File: src/hdl/lz4bd_pkg.sv
// shared types and constants of the lz4 block decoder
`timescale 1ns / 1ps
package lz4bd_pkg;

    localparam int CNT_W           = 21;          // decoded_size and output count
    localparam int LEN_W           = CNT_W + 1;   // saturating length accumulator
    localparam int WIN_BYTES       = 65536;
    localparam int WIN_AW          = $clog2(WIN_BYTES);
    localparam int DIST_W          = 16;
    localparam int BYTE_W          = 8;
    localparam int TDATA_W         = 16;
    localparam int MAX_DECODED_DEF = 1048576;

    localparam logic [CNT_W-1:0]  SIZE_RESET = CNT_W'(1048576);
    localparam logic [3:0]        NIB_EXT    = 4'hF;
    localparam logic [BYTE_W-1:0] BYTE_EXT   = 8'hFF;
    localparam int                MIN_MATCH  = 4;

    localparam logic REQ_BYTE = 1'b0;
    localparam logic REQ_TICK = 1'b1;

    typedef enum logic [2:0] {
        PH_TOKEN,
        PH_LITEXT,
        PH_LITERAL,
        PH_OFFLO,
        PH_OFFHI,
        PH_MATEXT
    } phase_t;

    typedef enum logic [2:0] {
        ERR_OK,
        ERR_TRUNC_LEN,
        ERR_BAD_LIT,
        ERR_TRUNC_OFF,
        ERR_BAD_OFF,
        ERR_BAD_MATCH,
        ERR_INCOMPLETE,
        ERR_EXTRA
    } err_t;

    // per-item result of the parser, carried down the pipeline
    typedef struct packed {
        logic              out_valid;
        logic              is_copy;
        logic [BYTE_W-1:0] lit_byte;
        logic [WIN_AW-1:0] wr_addr;
        logic [WIN_AW-1:0] rd_addr;
        logic              consumed;
        logic              copy_pending;
        logic              done;
        err_t              err;
    } res_t;

endpackage

File: src/hdl/lz4bd_ctrl.sv
// lz4 sequence parser: phase, lengths, counters, size checks and error tracking
`timescale 1ns / 1ps
module lz4bd_ctrl #(
    parameter int MAX_DECODED_BYTES = lz4bd_pkg::MAX_DECODED_DEF
) (
    input  logic                           aclk,
    input  logic                           aresetn,
    input  logic                           step,
    input  logic                           tick,
    input  logic [lz4bd_pkg::BYTE_W-1:0]   in_byte,
    input  logic                           in_last,
    input  logic                           cfg_valid,
    input  logic [lz4bd_pkg::CNT_W-1:0]    cfg_data,
    output lz4bd_pkg::res_t                res
);

    import lz4bd_pkg::*;

    localparam int MAX_W = $clog2(MAX_DECODED_BYTES + 1);
    localparam int CMP_W = (MAX_W > CNT_W) ? MAX_W : CNT_W;
    localparam logic [CMP_W-1:0] MAX_C = CMP_W'(MAX_DECODED_BYTES);

    phase_t             phase_reg, phase_next;
    logic [3:0]         nib_reg, nib_next;
    logic [LEN_W-1:0]   acc_reg, acc_next;
    logic [DIST_W-1:0]  dist_reg, dist_next;
    logic [CNT_W-1:0]   oc_reg, oc_next;
    logic [CNT_W-1:0]   copy_reg, copy_next;
    err_t               err_reg, err_next;
    logic               ended_reg, ended_next;
    logic               fin_reg, fin_next;
    logic [CNT_W-1:0]   size_reg;

    logic [CNT_W-1:0]   lim;
    logic [CNT_W-1:0]   space;
    logic [LEN_W-1:0]   space_ext;
    logic [CNT_W-1:0]   oc_inc;
    logic [LEN_W:0]     sum_b_wide;
    logic [LEN_W-1:0]   sum_b;
    logic [LEN_W-1:0]   lit_len;
    logic [LEN_W-1:0]   mat_base;
    logic [LEN_W:0]     mat_wide;
    logic [LEN_W-1:0]   mat_len;
    logic [DIST_W-1:0]  dist_full;
    logic               lit_go;
    logic               mat_go;
    logic               live;
    logic               lit_emit;

    // effective size limit and remaining room
    assign lim       = (CMP_W'(size_reg) > MAX_C) ? MAX_C[CNT_W-1:0] : size_reg;
    assign space     = (oc_reg >= lim) ? '0 : lim - oc_reg;
    assign space_ext = LEN_W'(space);
    assign oc_inc    = oc_reg + 1'b1;

    // saturating length sums
    assign sum_b_wide = {1'b0, acc_reg} + (LEN_W+1)'(in_byte);
    assign sum_b      = sum_b_wide[LEN_W] ? '1 : sum_b_wide[LEN_W-1:0];
    assign lit_len    = (phase_reg == PH_TOKEN) ? LEN_W'(in_byte[7:4]) : sum_b;
    assign mat_base   = (phase_reg == PH_OFFHI) ? LEN_W'(nib_reg) : sum_b;
    assign mat_wide   = {1'b0, mat_base} + (LEN_W+1)'(MIN_MATCH);
    assign mat_len    = mat_wide[LEN_W] ? '1 : mat_wide[LEN_W-1:0];
    assign dist_full  = {in_byte, dist_reg[7:0]};

    // next state
    always_comb begin
        phase_next = phase_reg;
        nib_next   = nib_reg;
        acc_next   = acc_reg;
        dist_next  = dist_reg;
        oc_next    = oc_reg;
        copy_next  = copy_reg;
        err_next   = err_reg;
        ended_next = ended_reg;
        fin_next   = fin_reg;
        lit_go     = 1'b0;
        mat_go     = 1'b0;

        if (step && err_reg == ERR_OK) begin
            priority if (copy_reg != '0) begin
                oc_next   = oc_inc;
                copy_next = copy_reg - 1'b1;
                if (copy_reg == CNT_W'(1) && ended_reg) begin
                    if (oc_inc == lim) fin_next = 1'b1;
                    else               err_next = ERR_INCOMPLETE;
                end
            end else if (fin_reg) begin
                if (!tick) begin
                    err_next = ERR_EXTRA;
                    fin_next = 1'b0;
                end
            end else if (!tick) begin
                unique case (phase_reg)
                    PH_TOKEN: begin
                        nib_next = in_byte[3:0];
                        acc_next = LEN_W'(in_byte[7:4]);
                        if (in_byte[7:4] == NIB_EXT) begin
                            if (in_last) err_next   = ERR_TRUNC_LEN;
                            else         phase_next = PH_LITEXT;
                        end else begin
                            lit_go = 1'b1;
                        end
                    end
                    PH_LITEXT: begin
                        acc_next = sum_b;
                        if (in_byte == BYTE_EXT) begin
                            if (in_last) err_next = ERR_TRUNC_LEN;
                        end else begin
                            lit_go = 1'b1;
                        end
                    end
                    PH_LITERAL: begin
                        if (acc_reg > LEN_W'(1) && in_last) begin
                            err_next = ERR_BAD_LIT;
                        end else begin
                            oc_next  = oc_inc;
                            acc_next = acc_reg - 1'b1;
                            if (acc_reg == LEN_W'(1)) begin
                                if (in_last) begin
                                    if (oc_inc == lim) fin_next = 1'b1;
                                    else               err_next = ERR_INCOMPLETE;
                                end else begin
                                    phase_next = PH_OFFLO;
                                end
                            end
                        end
                    end
                    PH_OFFLO: begin
                        if (in_last) begin
                            err_next = ERR_TRUNC_OFF;
                        end else begin
                            dist_next  = DIST_W'(in_byte);
                            phase_next = PH_OFFHI;
                        end
                    end
                    PH_OFFHI: begin
                        dist_next = dist_full;
                        if (dist_full == '0 || CNT_W'(dist_full) > oc_reg) begin
                            err_next = ERR_BAD_OFF;
                        end else begin
                            acc_next = LEN_W'(nib_reg);
                            if (nib_reg == NIB_EXT) begin
                                if (in_last) err_next   = ERR_TRUNC_LEN;
                                else         phase_next = PH_MATEXT;
                            end else begin
                                mat_go = 1'b1;
                            end
                        end
                    end
                    PH_MATEXT: begin
                        acc_next = sum_b;
                        if (in_byte == BYTE_EXT) begin
                            if (in_last) err_next = ERR_TRUNC_LEN;
                        end else begin
                            mat_go = 1'b1;
                        end
                    end
                    default: begin
                        phase_next = PH_TOKEN;
                    end
                endcase

                if (lit_go) begin
                    priority if (lit_len > space_ext) begin
                        err_next = ERR_BAD_LIT;
                    end else if (lit_len == '0) begin
                        if (in_last) begin
                            if (oc_reg == lim) fin_next = 1'b1;
                            else               err_next = ERR_INCOMPLETE;
                        end else begin
                            phase_next = PH_OFFLO;
                        end
                    end else if (in_last) begin
                        err_next = ERR_BAD_LIT;
                    end else begin
                        phase_next = PH_LITERAL;
                    end
                end

                if (mat_go) begin
                    if (mat_len > space_ext) begin
                        err_next = ERR_BAD_MATCH;
                    end else begin
                        copy_next  = mat_len[CNT_W-1:0];
                        ended_next = in_last;
                        phase_next = PH_TOKEN;
                    end
                end
            end else begin
                // tick with nothing to drain: state holds
            end
        end
    end

    // per-item outputs
    always_comb begin
        live             = step && err_reg == ERR_OK;
        res.is_copy      = live && copy_reg != '0;
        res.consumed     = live && copy_reg == '0 && !fin_reg && !tick;
        lit_emit         = res.consumed && phase_reg == PH_LITERAL &&
                           !(acc_reg > LEN_W'(1) && in_last);
        res.out_valid    = res.is_copy || lit_emit;
        res.lit_byte     = lit_emit ? in_byte : '0;
        res.wr_addr      = oc_reg[WIN_AW-1:0];
        res.rd_addr      = oc_reg[WIN_AW-1:0] - WIN_AW'(dist_reg);
        res.copy_pending = err_next == ERR_OK && copy_next != '0;
        res.done         = err_next == ERR_OK && fin_next;
        res.err          = err_next;
    end

    always_ff @(posedge aclk) begin
        if (!aresetn) begin
            phase_reg <= PH_TOKEN;
            nib_reg   <= '0;
            acc_reg   <= '0;
            dist_reg  <= '0;
            oc_reg    <= '0;
            copy_reg  <= '0;
            err_reg   <= ERR_OK;
            ended_reg <= 1'b0;
            fin_reg   <= 1'b0;
            size_reg  <= SIZE_RESET;
        end else begin
            phase_reg <= phase_next;
            nib_reg   <= nib_next;
            acc_reg   <= acc_next;
            dist_reg  <= dist_next;
            oc_reg    <= oc_next;
            copy_reg  <= copy_next;
            err_reg   <= err_next;
            ended_reg <= ended_next;
            fin_reg   <= fin_next;
            if (cfg_valid) begin
                size_reg <= cfg_data;
            end
        end
    end

    a_err_sticky: assert property (@(posedge aclk) disable iff (!aresetn)
        (err_reg != ERR_OK) |=> $stable(err_reg))
        else $error("error code changed after being set");

    a_copy_in_token: assert property (@(posedge aclk) disable iff (!aresetn)
        (copy_reg != '0) |-> (phase_reg == PH_TOKEN))
        else $error("match copy pending outside token phase");

    a_fin_no_err: assert property (@(posedge aclk) disable iff (!aresetn)
        fin_reg |-> (err_reg == ERR_OK))
        else $error("block finished with an error set");

endmodule

File: config.mk
export PLATFORM = sky130hd
export DESIGN_NAME = lz4bd_ctrl
export DESIGN_NICKNAME = d
export VERILOG_FILES = /design/src/hdl/lz4bd_pkg.sv /design/src/hdl/lz4bd_ctrl.sv
export SDC_FILE = /design/constraint.sdc
export NUM_CORES = 1
export LEC_CHECK = 0
export BUFFER_PORTS_ARGS = -buffer_cell sky130_fd_sc_hd__buf_2
export CAP_MARGIN = 5
export CORE_MARGIN = 10
export CORE_UTILIZATION = 60
export CTS_BUF_LIST = sky130_fd_sc_hd__clkbuf_8
export DETAILED_ROUTE_END_ITERATION = 8
export PLACE_DENSITY = 0.88
export SLEW_MARGIN = 20
export SYNTH_ARGS = -nofsm -noshare
export SYNTH_HDL_FRONTEND = slang
export SYNTH_SLANG_ARGS = --single-unit
File: constraint.sdc
create_clock -name aclk -period 11.58 [get_ports aclk]
set_clock_uncertainty 0.15 [all_clocks]
set_input_delay 1.158 -clock aclk [delete_from_list [all_inputs] [get_ports aclk]]
set_output_delay 1.158 -clock aclk [all_outputs]
set_load 0.005 [all_outputs]
* After elaboration in Yosys (flattened, before gate mapping)
Cells that the tools add are included.
Storage, ports and cells: register bits 113, output and inout port bits 48
Cells by class: reduce and logical (&&, ||, !) cells 35, multiplexer cells 96, order comparisons 6, bitwise logic cells 6, equality and inequality tests 18, $add $sub $neg 7
Operators with widths (number):
- $mux 21 | 13
- $mux 22 | 6
- $mux 3 | 40
- $pmux 22 s4 | 1
- $gt 22x21->1 | 2
- $eq 21x21->1 | 2
- $reduce_bool 21->1 | 2
- $pmux 16 s2 | 1
- $pmux 3 s5 | 2
- $mux 1 | 29
- $add 22x3->23 const B | 1
- $add 22x8->23 | 1
- $eq 22x1->1 const B | 1
- $gt 22x1->1 const B | 1
- $logic_not 22->1 | 1
- $sub 22x1->22 const B | 1
- $add 21x1->21 const B | 1
- $eq 21x1->1 const B | 1
- $ge 21x21->1 | 1
- $gt 16x21->1 | 1
- $gt 21x21->1 const B | 1
- $logic_not 21->1 | 1
- $sub 21x1->21 const B | 1
- $sub 21x21->21 | 1
- 24 further kinds | 56

* Depth between registers and ports, before layout
Gate-level depths: netlist of run 1.
depth in word-level cells 21, depth in mapped cells 33

* Worst setup path before layout of run 1
No wires, ideal clock.
path type input-to-output, start input in_byte[7] in the netlist's numbering, end output res[4] in the netlist's numbering, required time 10272 ps, slack 2631 ps, stages 28, data arrival time 7641 ps, path through ha_1 -> buf_4 -> o211ai_1 -> a2111oi_4 -> nor3b_4 -> clkbuf_1 -> nor2_1 -> a21oi_1 -> ha_1 -> nand2_1 -> nor4_1 -> nand4_1 -> clkbuf_1 -> nand2_1 -> ha_1 -> a21o_1 -> a21o_1 -> a21oi_1 -> o21ai_0 -> a2111oi_0 -> nor2_1 -> nor3_1 -> nand2_1 -> or4_1 -> o311ai_0 -> o2111ai_1 -> or4_1 -> o41a_1
RTL lines:
- start, declared | line lz4bd_ctrl.sv:10 | input logic [lz4bd_pkg::BYTE_W-1:0] in_byte,
- end, declared | line lz4bd_ctrl.sv:14 | output lz4bd_pkg::res_t res

==> Flow_metrics.wiki, run 1 <==
{| class="wikitable"
! Metric !! Value
|-
| Result of the run || completed
|-
| Sequential-to-total area share from yosys stat || 0.187
|-
| Fraction of final layout cells sized beyond drive strength 1 || 0.101
|-
| Commonest cells in the netlist || nor2_1, nand2_1, dfxtp_1
|-
| Top-Level Pins || 83
|-
| Kind of end point of the critical path || output pin
|-
| Worst R2R End || copy_reg[6]
|-
| Final Routed Wirelength || roughly 40000 um
|-
| Maximum number of pins on one net before global-route repair || a little under 100
|-
| Crit path arrival time || 9440 ps
|-
| Power Total || 2310 uW
|-
| Required time at the endpoint of the critical path || between 10000 and 15000 ps
|-
| Cell repeated most along the worst path || ha_1
|-
| Largest incremental delay on the critical path || about 650 ps
|-
| Unrepaired setup endpoints after global routing || false
|-
| Total of hold buffers inserted after clock tree synthesis || 0
|-
| Via density || around 6.7
|-
| Antenna viol nets, final || 0
|-
| Worst VDD drop || 0.0913 mV
|-
| Logic depth of the worst register-to-register path || 29
|-
| First DRT Iteration DRCs || 1497
|-
| Commonest register cell after synthesis || dfxtp_1
|-
| Kind of start point of the critical path || primary input
|-
| CTS tree || yes
|-
| Type of the setup path with the least slack || primary input to output pin
|-
| Die Area || around 26000 um^2
|-
| Largest register FFs || 22
|-
| Synth unique cells || 94
|-
| Syn Std Cell Area || approximately 12000 um^2
|-
| Layout Nets || around 1800
|-
| Highest attainable clock frequency || roughly 93 MHz
|-
| Number of global-route vias before repair || roughly 12000
|-
| Final-layout setup total negative slack || 0 ps
|-
| CTS clock-pin slew for the worst setup and hold paths || 80 ps
|-
| Dominant cell by count in the synthesized netlist || nor2_1
|-
| Portion of synthesized cell area occupied by the leading cell type || 0.187
|-
| Total of flip-flops plus latches after synthesis || approximately 110
|-
| Total of buffers placed on input and output ports || 82
|-
| Horiz. Die Dim || around 160 um
|-
| Maximum capacitance violations || 0
|-
| Final Wtd Congestion || around 1.1
|-
| Share of flip-flops with an asynchronous set or reset || 0
|-
| Final global-route overflow total || 0
|-
| Final Instance Area || roughly 13000 um^2
|-
| Leakage || around 0.0053 uW
|-
| Count of filler cells inserted in the layout || between 1500 and 2000
|-
| Worst Path Max Fanout || 16
|-
| Destination of the worst hold path || dist_reg[10]
|-
| Hold path cells || 2
|-
| Initial cell density of the core || 0.617
|-
| Final HPWL DP || 31700 um
|-
| Sequential cell area || between 2000 and 2500 um^2
|-
| Cell row count || slightly above 50
|-
| R2R setup slack || approximately 3500 ps
|-
| Minimum setup slack after placement || between 1000 and 1500 ps
|-
| Post-synth EDFFs || 0
|-
| Clock root buffer || clkbuf_8
|-
| Relative slew margins || 0.255
|-
| Die height || roughly 160 um
|-
| Global-route wire length before repair || between 60000 and 70000 um
|-
| Final Hold Viols || 0
|-
| Power per Cell Area || between 150 and 200 nW/um^2
|-
| Post-CTS Repair Setup Buffers || 0
|-
| Inserted Diodes || 0
|-
| Master of the slowest instance on the critical path || nor3b_4
|-
| Clock network latency to the later pin of the worst-skew pair || ~480 ps
|-
| # setup viols final || 0
|-
| Clock sink count || 113
|-
| Routed wirelength normalized by instance count || about 21 um
|-
| Classification of the worst-slack hold path || flop to flop
|-
| Max clock buf depth || 2
|-
| Synthesis Warnings || 0
|-
| Largest cells by area after synthesis || dfxtp_1, ha_1, nor2_1
|-
| Actual slew at the worst max-slew pin || 1110 ps
|-
| Net Count, Synth || 1820
|-
| Area of the multi-input gates || between 9000 and 10000 um^2
|-
| Cells after Synth || approximately 1700
|-
| Worst Min Path Start || dist_reg[10]
|-
| Resized Gates After CTS || 0
|-
| Post-DP Area || 12500 um^2
|-
| Final Core Density || 0.659
|-
| Level count of the clock H-tree || 4
|-
| Mean cell area of the mapped netlist || 7.24 um^2
|-
| Final cycle utilization of the critical path || 0.928
|-
| Worst path setup slack after routing || 829 ps
|-
| Detailed Routing Iterations Pass 1 || 6
|-
| Core area || 19700 um^2
|-
| Final critical-path required period || roughly 11000 ps
|-
| Synthesis-to-finish area growth || 6.78%
|-
| Num CTS Buffers || 17
|-
| Vias after detailed routing || roughly 13000
|-
| Cell type contributing the most total cell area after synthesis || dfxtp_1
|-
| Launch point of the worst reg-to-reg path || size_reg[20]
|-
| # DRC || 0
|-
| Tot GR Track Use || 0.303
|-
| Final count of pins violating max slew || 0
|-
| Number of antenna violations at the first check in global routing || 0
|}
-- cell usage in the layout, fill, tap and decap left out, types with 16 or more instances in the layout --
cell type	instances
nor2_1	208
nand2_1	147
dfxtp_1	113
ha_1	108
a21oi_1	98
o21ai_0	92
buf_2	82
inv_1	74
xnor2_1	71
nand3_1	53
nor3_1	52
and2_1	44
nor4_1	41
nand4_1	39
a21o_1	35
mux2i_1	30
nor2b_1	26
xor2_1	23
a211oi_1	22
clkbuf_8	19
or3_1	18
nand2b_1	16
a22oi_1	16
o22ai_1	16
-- cells by family (layout without fill, tap and decap cells) --
kind of cell	after synthesis	count (layout)	share of synthesized area
flops	113	113	0.187
simple gates	715	715	0.297
mux	39	39	0.0344
fa+ha+maj	111	111	0.116
buf+inv	175	207	0.0621
xor+xnor	94	94	0.0679
compound gates	427	427	0.235
-- per-layer routing --
metal / track usage / vias up / share of wire
li1: - / 6146 / -
met1: 0.375 / 6060 / 0.40
met2: 0.489 / 760 / 0.45
met3: 0.0551 / 172 / 0.091
met4: 0.162 / 0 / 0.056
met5: 0 / - / 0
-- worst max path at each step --
stage / slack, ps / to / start / depth (start not counted)
5_1_grt: 220 / res[4] / in_byte[7] / 27
2_1_floorplan: 2630 / res[4] / in_byte[7] / 28
4_1_cts: 970 / res[4] / in_byte[7] / 27
3_3_place_gp: 1310 / res[4] / in_byte[7] / 27
3_5_place_dp: 1010 / res[4] / in_byte[7] / 27
6_report: 830 / res[4] / in_byte[7] / 27
-- report_power, final --
| group | internal, uW | leakage [uW] | switching [uW] | total, uW |
|---|---|---|---|---|
| sequential | 438 | 0.000918 | 77.0 | 515 |
| combinational | 532 | 0.00420 | 859 | 1390 |
| clock | 206 | 0.000201 | 199 | 405 |
| total | 1180 | 0.00531 | 1140 | 2310 |
-- cell type report --
class	count	area share
clock buffer	19	0.0202
clock inverter	13	0.0117
inverter	78	0.0226
multi-input combinational	1386	0.705
sequential	113	0.175
tap	265	0.0256
timing repair buffer	97	0.0404
-- critical path: cells and delay by family --
family / cells / cell delay, ps
adders and majority gates: 3 / 1070
buffers and inverters: 2 / 330
AOI/OAI and AO/OA: 9 / 2540
and+or+nand+nor: 13 / 4360
-- per-stage QoR --
step,hold slack (ps),cells
finish,361,1971
global route,385,1971
CTS,365,1971
detailed placement,343,1939
global placement,331,1939
floorplan,311,1674
Power figures use the tool's default switching activity.
==> run 2, diff against run 1 <==
--- a/config.mk
+++ b/config.mk
@@ -7,10 +7,10 @@
 export LEC_CHECK = 0
 export BUFFER_PORTS_ARGS = -buffer_cell sky130_fd_sc_hd__buf_2
 export CAP_MARGIN = 5
-export CORE_MARGIN = 10
 export CORE_UTILIZATION = 60
 export CTS_BUF_LIST = sky130_fd_sc_hd__clkbuf_8
 export DETAILED_ROUTE_END_ITERATION = 8
+export MAX_ROUTING_LAYER = met4
 export PLACE_DENSITY = 0.88
 export SLEW_MARGIN = 20
 export SYNTH_ARGS = -nofsm -noshare
==> Flow_metrics.wiki, run 2 (same netlist as run 1, synthesis figures left out) <==
{| class="wikitable"
! Metric !! Value
|-
| Final critical-path required period || 10960 ps (+208 ps)
|-
| Cell row count || 51 (unchanged)
|-
| CTS tree || yes
|-
| Count of filler cells inserted in the layout || 1801 (+0.67%)
|-
| Level count of the clock H-tree || 4 (unchanged)
|-
| Most common cell after layout, fill and taps aside || nor2_1
|-
| # DRC || 0 (unchanged)
|-
| Via density || 6.70 (+0.47%)
|-
| Clock root buffer || clkbuf_8
|-
| Worst Path Max Fanout || 17 (+1)
|-
| Routed wirelength normalized by instance count || 21.1 um (+1.4%)
|-
| First DRT Iteration DRCs || 1275 (-15%)
|-
| Top-Level Pins || 83 (unchanged)
|-
| Die height || 144 um (-11%)
|-
| Clock network latency to the later pin of the worst-skew pair || 470 ps (about the same)
|-
| Worst VDD drop || 0.0999 mV (+9.4%)
|-
| # setup viols final || 0 (unchanged)
|-
| Count of non-filler cells in the finished layout || 1968 (-0.15%)
|-
| Count of placed standard cells including taps || 1937 (-0.10%)
|-
| Fraction of final layout cells sized beyond drive strength 1 || 0.0969 (-0.00388)
|-
| Kind of end point of the critical path || output pin
|-
| Actual slew at the worst max-slew pin || 999 ps (-108 ps)
|-
| Final Hold Viols || 0 (unchanged)
|-
| Number of antenna violations at the first check in global routing || 0 (unchanged)
|-
| Post-DP Area || 12500 um^2 (-0.17%)
|-
| Antenna viol nets, final || 0 (unchanged)
|-
| Final Wtd Congestion || 1.08 (+1.1%)
|-
| Final global-route overflow total || 0 (unchanged)
|-
| Maximum capacitance violations || 0 (unchanged)
|-
| Post-CTS Repair Setup Buffers || 0 (unchanged)
|-
| CTS clock-pin slew for the worst setup and hold paths || 80 ps (about the same)
|-
| Power per Cell Area || 178 nW/um^2 (-0.20%)
|-
| Area of the multi-input gates || 9120 um^2 (about the same)
|-
| Largest register FFs || 22 (unchanged)
|-
| Total of hold buffers inserted after clock tree synthesis || 0 (unchanged)
|-
| Final HPWL DP || 31600 um (-0.47%)
|-
| Final count of pins violating max slew || 0 (unchanged)
|-
| Initial cell density of the core || 0.617 (unchanged)
|-
| Leakage || 0.00530 uW (-0.21%)
|-
| Die Area || 20800 um^2 (-21%)
|-
| Sequential cell area || 2260 um^2 (unchanged)
|-
| Kind of start point of the critical path || primary input
|-
| Logic depth of the worst register-to-register path || 24 (-17%)
|-
| Type of the setup path with the least slack || primary input to output pin
|-
| Global-route wire length before repair || 65100 um (about the same)
|-
| Maximum number of pins on one net before global-route repair || 74 (-25%)
|-
| Relative slew margins || 0.328 (+0.0728)
|-
| Max clock buf depth || 2 (unchanged)
|-
| Core area || 19700 um^2 (unchanged)
|-
| Num CTS Buffers || 17 (unchanged)
|-
| Tightest hold margin || 357 ps (-4.53 ps)
|-
| Total of buffers placed on input and output ports || 82 (unchanged)
|-
| Required time at the endpoint of the critical path || 10270 ps (about the same)
|-
| Synthesis-to-finish area growth || 6.45%
|-
| Layout Nets || 1837 (-0.11%)
|-
| Final cycle utilization of the critical path || 0.946 (+0.0180)
|-
| Result of the run || completed
|-
| Resized Gates After CTS || 0 (unchanged)
|-
| Final Instance Area || 12900 um^2 (-0.31%)
|-
| Commonest cells after routing, fill and taps aside || nor2_1, nand2_1, dfxtp_1
|-
| Classification of the worst-slack hold path || flop to flop
|-
| Crit path arrival time || 9650 ps (+210 ps)
|-
| Detailed Routing Iterations Pass 1 || 7 (+1)
|-
| Number of global-route vias before repair || 12133 (-0.80%)
|-
| Highest attainable clock frequency || 91.3 MHz (-1.9%)
|-
| Tot GR Track Use || 0.418 (+0.115)
|-
| Vias after detailed routing || 13180 (+0.32%)
|-
| Final Routed Wirelength || 41600 um (+1.2%)
|-
| Unrepaired setup endpoints after global routing || false
|-
| Clock sink count || 113 (unchanged)
|-
| Final-layout setup total negative slack || 0 ps (unchanged)
|-
| Hold path cells || 2 (unchanged)
|-
| Horiz. Die Dim || 144 um (-11%)
|}
==> run 2: worst max-delay path, stage by stage <==
cell       delay [ps]
buf_2             190
ha_1              530
a21oi_1           220
a2111oi_4         590
nor3b_4           670
nor2_1            170
a21oi_1           200
ha_1              290
nand2_1           140
nor4_1            470
nand4_1           640
nand2b_1          360
ha_1              290
a21o_1            190
a21o_1            170
a221oi_1          280
o21ai_0           110
a2111oi_0         410
nor2_1            180
nor3_1            240
nand2_1           200
nor4_1            380
nor3_1             90
or4_1             550
or4_1             460
o41a_1            340
buf_2             140
==> run 2: metrics by stage <==
| stage | setup WS, ps | power, uW | utilization |
|---|---|---|---|
| 5_1_grt | 71.4 | 2450 | 0.657 |
| 3_5_place_dp | 885 | 1860 | 0.637 |
| 3_3_place_gp | 1020 | 1840 | 0.637 |
| 2_1_floorplan | 2630 | 1480 | - |
| 6_report | 621 | 2300 | 0.657 |
| 4_1_cts | 796 | 2260 | 0.657 |
==> run 2: worst paths after layout <==
path / startpoint / end / slack [ps]
worst min-delay path: dist_reg[3] / dist_reg[3] / 360
worst max register to register: acc_reg[7] / copy_reg[6] / 3480
worst max-delay path: in_byte[7] / res[4] / 620
worst min register to register: dist_reg[3] / dist_reg[3] / 360
==> run 2: cell type report <==
class / instances / area share
clock buffers: 18 / 0.0192
diodes: 1 / 0.000194
flip-flops and latches: 113 / 0.175
clock inverters: 12 / 0.0111
repair buffers: 95 / 0.0393
multi-input cells: 1386 / 0.707
inverters: 78 / 0.0227
well taps: 265 / 0.0257
==> run 2: power by group <==
| group | total, uW | internal (uW) | switching (uW) |
|---|---|---|---|
| clock network | 406 | 214 | 192 |
| logic | 1380 | 531 | 848 |
| registers | 514 | 438 | 76.3 |
| total | 2300 | 1180 | 1120 |
==> run 2: per-layer routing <==
metal / GRT usage / wire (um) / part of all wire
met5: - / 0 / 0
met2: 0.665 / 19000 / 0.46
met4: 0.234 / 2300 / 0.055
met1: 0.499 / 16500 / 0.40
met3: 0.0725 / 3850 / 0.093
==> run 3, diff against run 2 <==
--- a/config.mk
+++ b/config.mk
@@ -5,14 +5,16 @@
 export SDC_FILE = /design/constraint.sdc
 export NUM_CORES = 1
 export LEC_CHECK = 0
+export ABC_AREA = 1
 export BUFFER_PORTS_ARGS = -buffer_cell sky130_fd_sc_hd__buf_2
 export CAP_MARGIN = 5
-export CORE_UTILIZATION = 60
+export CORE_UTILIZATION = 40
 export CTS_BUF_LIST = sky130_fd_sc_hd__clkbuf_8
 export DETAILED_ROUTE_END_ITERATION = 8
 export MAX_ROUTING_LAYER = met4
-export PLACE_DENSITY = 0.88
+export PLACE_DENSITY = 0.66
 export SLEW_MARGIN = 20
 export SYNTH_ARGS = -nofsm -noshare
 export SYNTH_HDL_FRONTEND = slang
 export SYNTH_SLANG_ARGS = --single-unit
+export TNS_END_PERCENT = 20
==> Flow_metrics.wiki, run 3 <==
{| class="wikitable"
! Metric !! Value
|-
| Final HPWL DP || 33800 um (+6.9%)
|-
| Resized Gates After CTS || 0 (unchanged)
|-
| Net Switching || 781 uW (-30%)
|-
| Final cycle utilization of the critical path || 0.774 (-0.173)
|-
| Routed wirelength normalized by instance count || 16.8 um (-20%)
|-
| Cells after Synth || 2080 (+24%)
|-
| Net Count, Synth || 2226 (+22%)
|-
| Required time at the endpoint of the critical path || 10270 ps (about the same)
|-
| Classification of the worst-slack hold path || flop to flop
|-
| Num CTS Buffers || 17 (unchanged)
|-
| Clock group share of total power || 0.255 (+0.078)
|-
| Horiz. Die Dim || 181 um (+25%)
|-
| Total of buffers placed on input and output ports || 82 (unchanged)
|-
| Tot GR Track Use || 0.271 (-0.147)
|-
| Commonest cells after routing, fill and taps aside || nand2_1, inv_1, nor2_1
|-
| Count of filler cells inserted in the layout || 3304 (+83%)
|-
| Detailed Routing Iterations Pass 1 || 5 (-2)
|-
| Portion of synthesized cell area occupied by the leading cell type || 0.177 (-0.00918)
|-
| Actual slew at the worst max-slew pin || 1140 ps (+139 ps)
|-
| Number of global-route vias before repair || 12819 (+5.7%)
|-
| Level count of the clock H-tree || 4 (unchanged)
|-
| Cell row count || 65 (+27%)
|-
| Total of hold buffers inserted after clock tree synthesis || 0 (unchanged)
|-
| Sequential-to-total area share from yosys stat || 0.177 (-0.00918)
|-
| Final-layout setup total negative slack || 0 ps (unchanged)
|-
| Vias after detailed routing || 13681 (+3.8%)
|-
| Highest attainable clock frequency || 112 MHz (+22%)
|-
| CTS tree || yes
|-
| # DRC || 0 (unchanged)
|-
| Inserted Diodes || 0 (-1)
|-
| Maximum capacitance violations || 0 (unchanged)
|-
| Relative slew margins || 0.234 (-0.0933)
|-
| Result of the run || completed
|-
| Type of the setup path with the least slack || flop to output pin
|-
| # setup viols final || 0 (unchanged)
|-
| Via density || 5.40 (-19%)
|-
| Combined buffer and inverter count along the critical path || 5 (+3)
|-
| CTS clock-pin slew for the worst setup and hold paths || 90 ps (about the same)
|-
| Power per Cell Area || 125 nW/um^2 (-30%)
|-
| Total internal power || 942 uW (-20%)
|-
| Clock network latency to the later pin of the worst-skew pair || 490 ps (+20 ps)
|-
| Kind of start point of the critical path || flop
|-
| Worst Path Max Fanout || 19 (+2)
|-
| Clock root buffer || clkbuf_8
|-
| Final Routed Wirelength || 42600 um (+2.4%)
|-
| Cell repeated most along the worst path || nand2_1
|-
| Most common cell after layout, fill and taps aside || nand2_1
|-
| Dominant cell by count in the synthesized netlist || nand2_1
|-
| Max clock buf depth || 2 (unchanged)
|-
| Antenna viol nets, final || 0 (unchanged)
|-
| Family with the most delay on the worst path || simple AND/OR/NAND/NOR gates
|-
| Final Hold Viols || 0 (unchanged)
|-
| Fraction of final layout cells sized beyond drive strength 1 || 0.100 (+0.00301)
|-
| Largest register FFs || 22 (unchanged)
|-
| First DRT Iteration DRCs || 1146 (-10%)
|-
| Commonest cells in the netlist || nand2_1, inv_1, nor2_1
|-
| Mean cell area of the mapped netlist || 6.13 um^2 (-15%)
|-
| Sequential power share || 0.270 (+0.046)
|-
| Initial cell density of the core || 0.405 (-0.212)
|-
| R2R setup slack || 4450 ps (+970 ps)
|-
| Total of flip-flops plus latches after synthesis || 113 (unchanged)
|-
| Tightest hold margin || 317 ps (-39.8 ps)
|-
| Synth unique cells || 62 (-34%)
|-
| Final critical-path required period || 8960 ps (-2000 ps)
|-
| Share of flip-flops with an asynchronous set or reset || 0 (unchanged)
|-
| Number of antenna violations at the first check in global routing || 0 (unchanged)
|-
| Top-Level Pins || 83 (unchanged)
|-
| Commonest register cell after synthesis || dfxtp_1
|-
| Post-synth EDFFs || 0 (unchanged)
|-
| Final Wtd Congestion || 1.00 (-7.5%)
|-
| Die height || 181 um (+25%)
|-
| Syn Std Cell Area || 12800 um^2 (+5.2%)
|-
| Final global-route overflow total || 0 (unchanged)
|-
| Master of the slowest instance on the critical path || nand2_1
|-
| Leakage || 0.00702 uW (+32%)
|-
| Unrepaired setup endpoints after global routing || false
|-
| Maximum number of pins on one net before global-route repair || 50 (-32%)
|-
| Power Total || 1720 uW (-25%)
|-
| Crit path arrival time || 7650 ps (-2000 ps)
|-
| Synthesis Warnings || 0 (unchanged)
|-
| Largest incremental delay on the critical path || 380 ps (-290 ps)
|-
| Net switching share of the total power || 0.453 (-0.0323)
|-
| Clock sink count || 113 (unchanged)
|-
| Final count of pins violating max slew || 0 (unchanged)
|-
| Core area || 31500 um^2 (+60%)
|-
| Kind of end point of the critical path || output pin
|-
| Largest cells by area after synthesis || dfxtp_1, nand2_1, ha_1
|-
| Die Area || 32600 um^2 (+57%)
|-
| Synthesis-to-finish area growth || 7.95%
|-
| Worst VDD drop || 0.0937 mV (-6.2%)
|-
| Post-CTS Repair Setup Buffers || 0 (unchanged)
|-
| Combinational share of power || 0.474 (-0.126)
|-
| Global-route wire length before repair || 68400 um (+5.1%)
|-
| Layout Nets || 2264 (+23%)
|-
| Cell type contributing the most total cell area after synthesis || dfxtp_1
|}
[run 3: cell count changes after synthesis, sizes merged, moves of 30 or more]
cell   before  now
xor2       23   64
mux2i      31    0
xnor2      71   22
and2       44    2
a21oi     100  150
nand3      54  153
nor2      210  273
nand2     148  454
a21o       35    5
inv        76  340
[run 3: final cells by class]
cell class,count,area [um^2],share of cell area
Clock buffer,20,275,0.0200
Tap cell,402,503,0.0365
Multi-Input combinational cell,1554,8820,0.641
Sequential cell,113,2260,0.164
Timing Repair Buffer,88,455,0.0331
Inverter,344,1300,0.0943
Clock inverter,12,155,0.0113
[run 3: layer usage]
metal  vias up  routed length (um)  track usage
met5         -                   0            -
met4         0                1660        0.119
met3        90                2330       0.0309
met2       496               19600        0.443
met1      6246               19000        0.335
li1       6849                   -            -
[run 3: cell families (layout without fill, tap and decap cells)]
kind of cell	Yosys count	in the layout	share of synthesized area
AO/OA/AOI/OAI	357	357	0.160
XOR/XNOR	86	86	0.0590
adder cells (fa/ha/maj)	111	111	0.111
buffers and inverters	413	464	0.131
flip-flops	113	113	0.177
AND/OR/NAND/NOR	1000	1000	0.362
[run 3: final timing paths]
path,startpoint,cells past startpoint,endpoint
max,size_reg[16],49,res[4]
min,dist_reg[11],2,dist_reg[11]
max reg2reg,size_reg[16],46,err_reg[1]
min reg2reg,dist_reg[11],2,dist_reg[11]
[run 3: worst register-to-register path, delay by kind of cell (launching register included)]
family                     cells  cell delay [ps]
DFF                            1              320
buffers and inverters          2              720
and+or+nand+nor               31             3310
adders and majority gates      2              600
AOI/OAI and AO/OA             11             1910
[run 3: through the flow]
step | cells | instance area, um^2 | utilization | worst slack (ps)
after floorplan | 2080 | 12800 | - | 4710
after global placement | 2501 | 13300 | 0.424 | 3470
after detailed placement | 2501 | 13300 | 0.424 | 3240
after CTS | 2533 | 13800 | 0.437 | 2690
after global routing | 2533 | 13800 | 0.437 | 1810
final | 2533 | 13800 | 0.437 | 2620
[run 3: power groups by stage]
stage | Sequential, uW | Combinational [uW] | Clock [uW]
detailed placement | 474 | 802 | 0
finish | 466 | 817 | 440
global route | 470 | 925 | 458
floorplan | 456 | 598 | 0
global placement | 473 | 795 | 0
CTS | 465 | 807 | 448
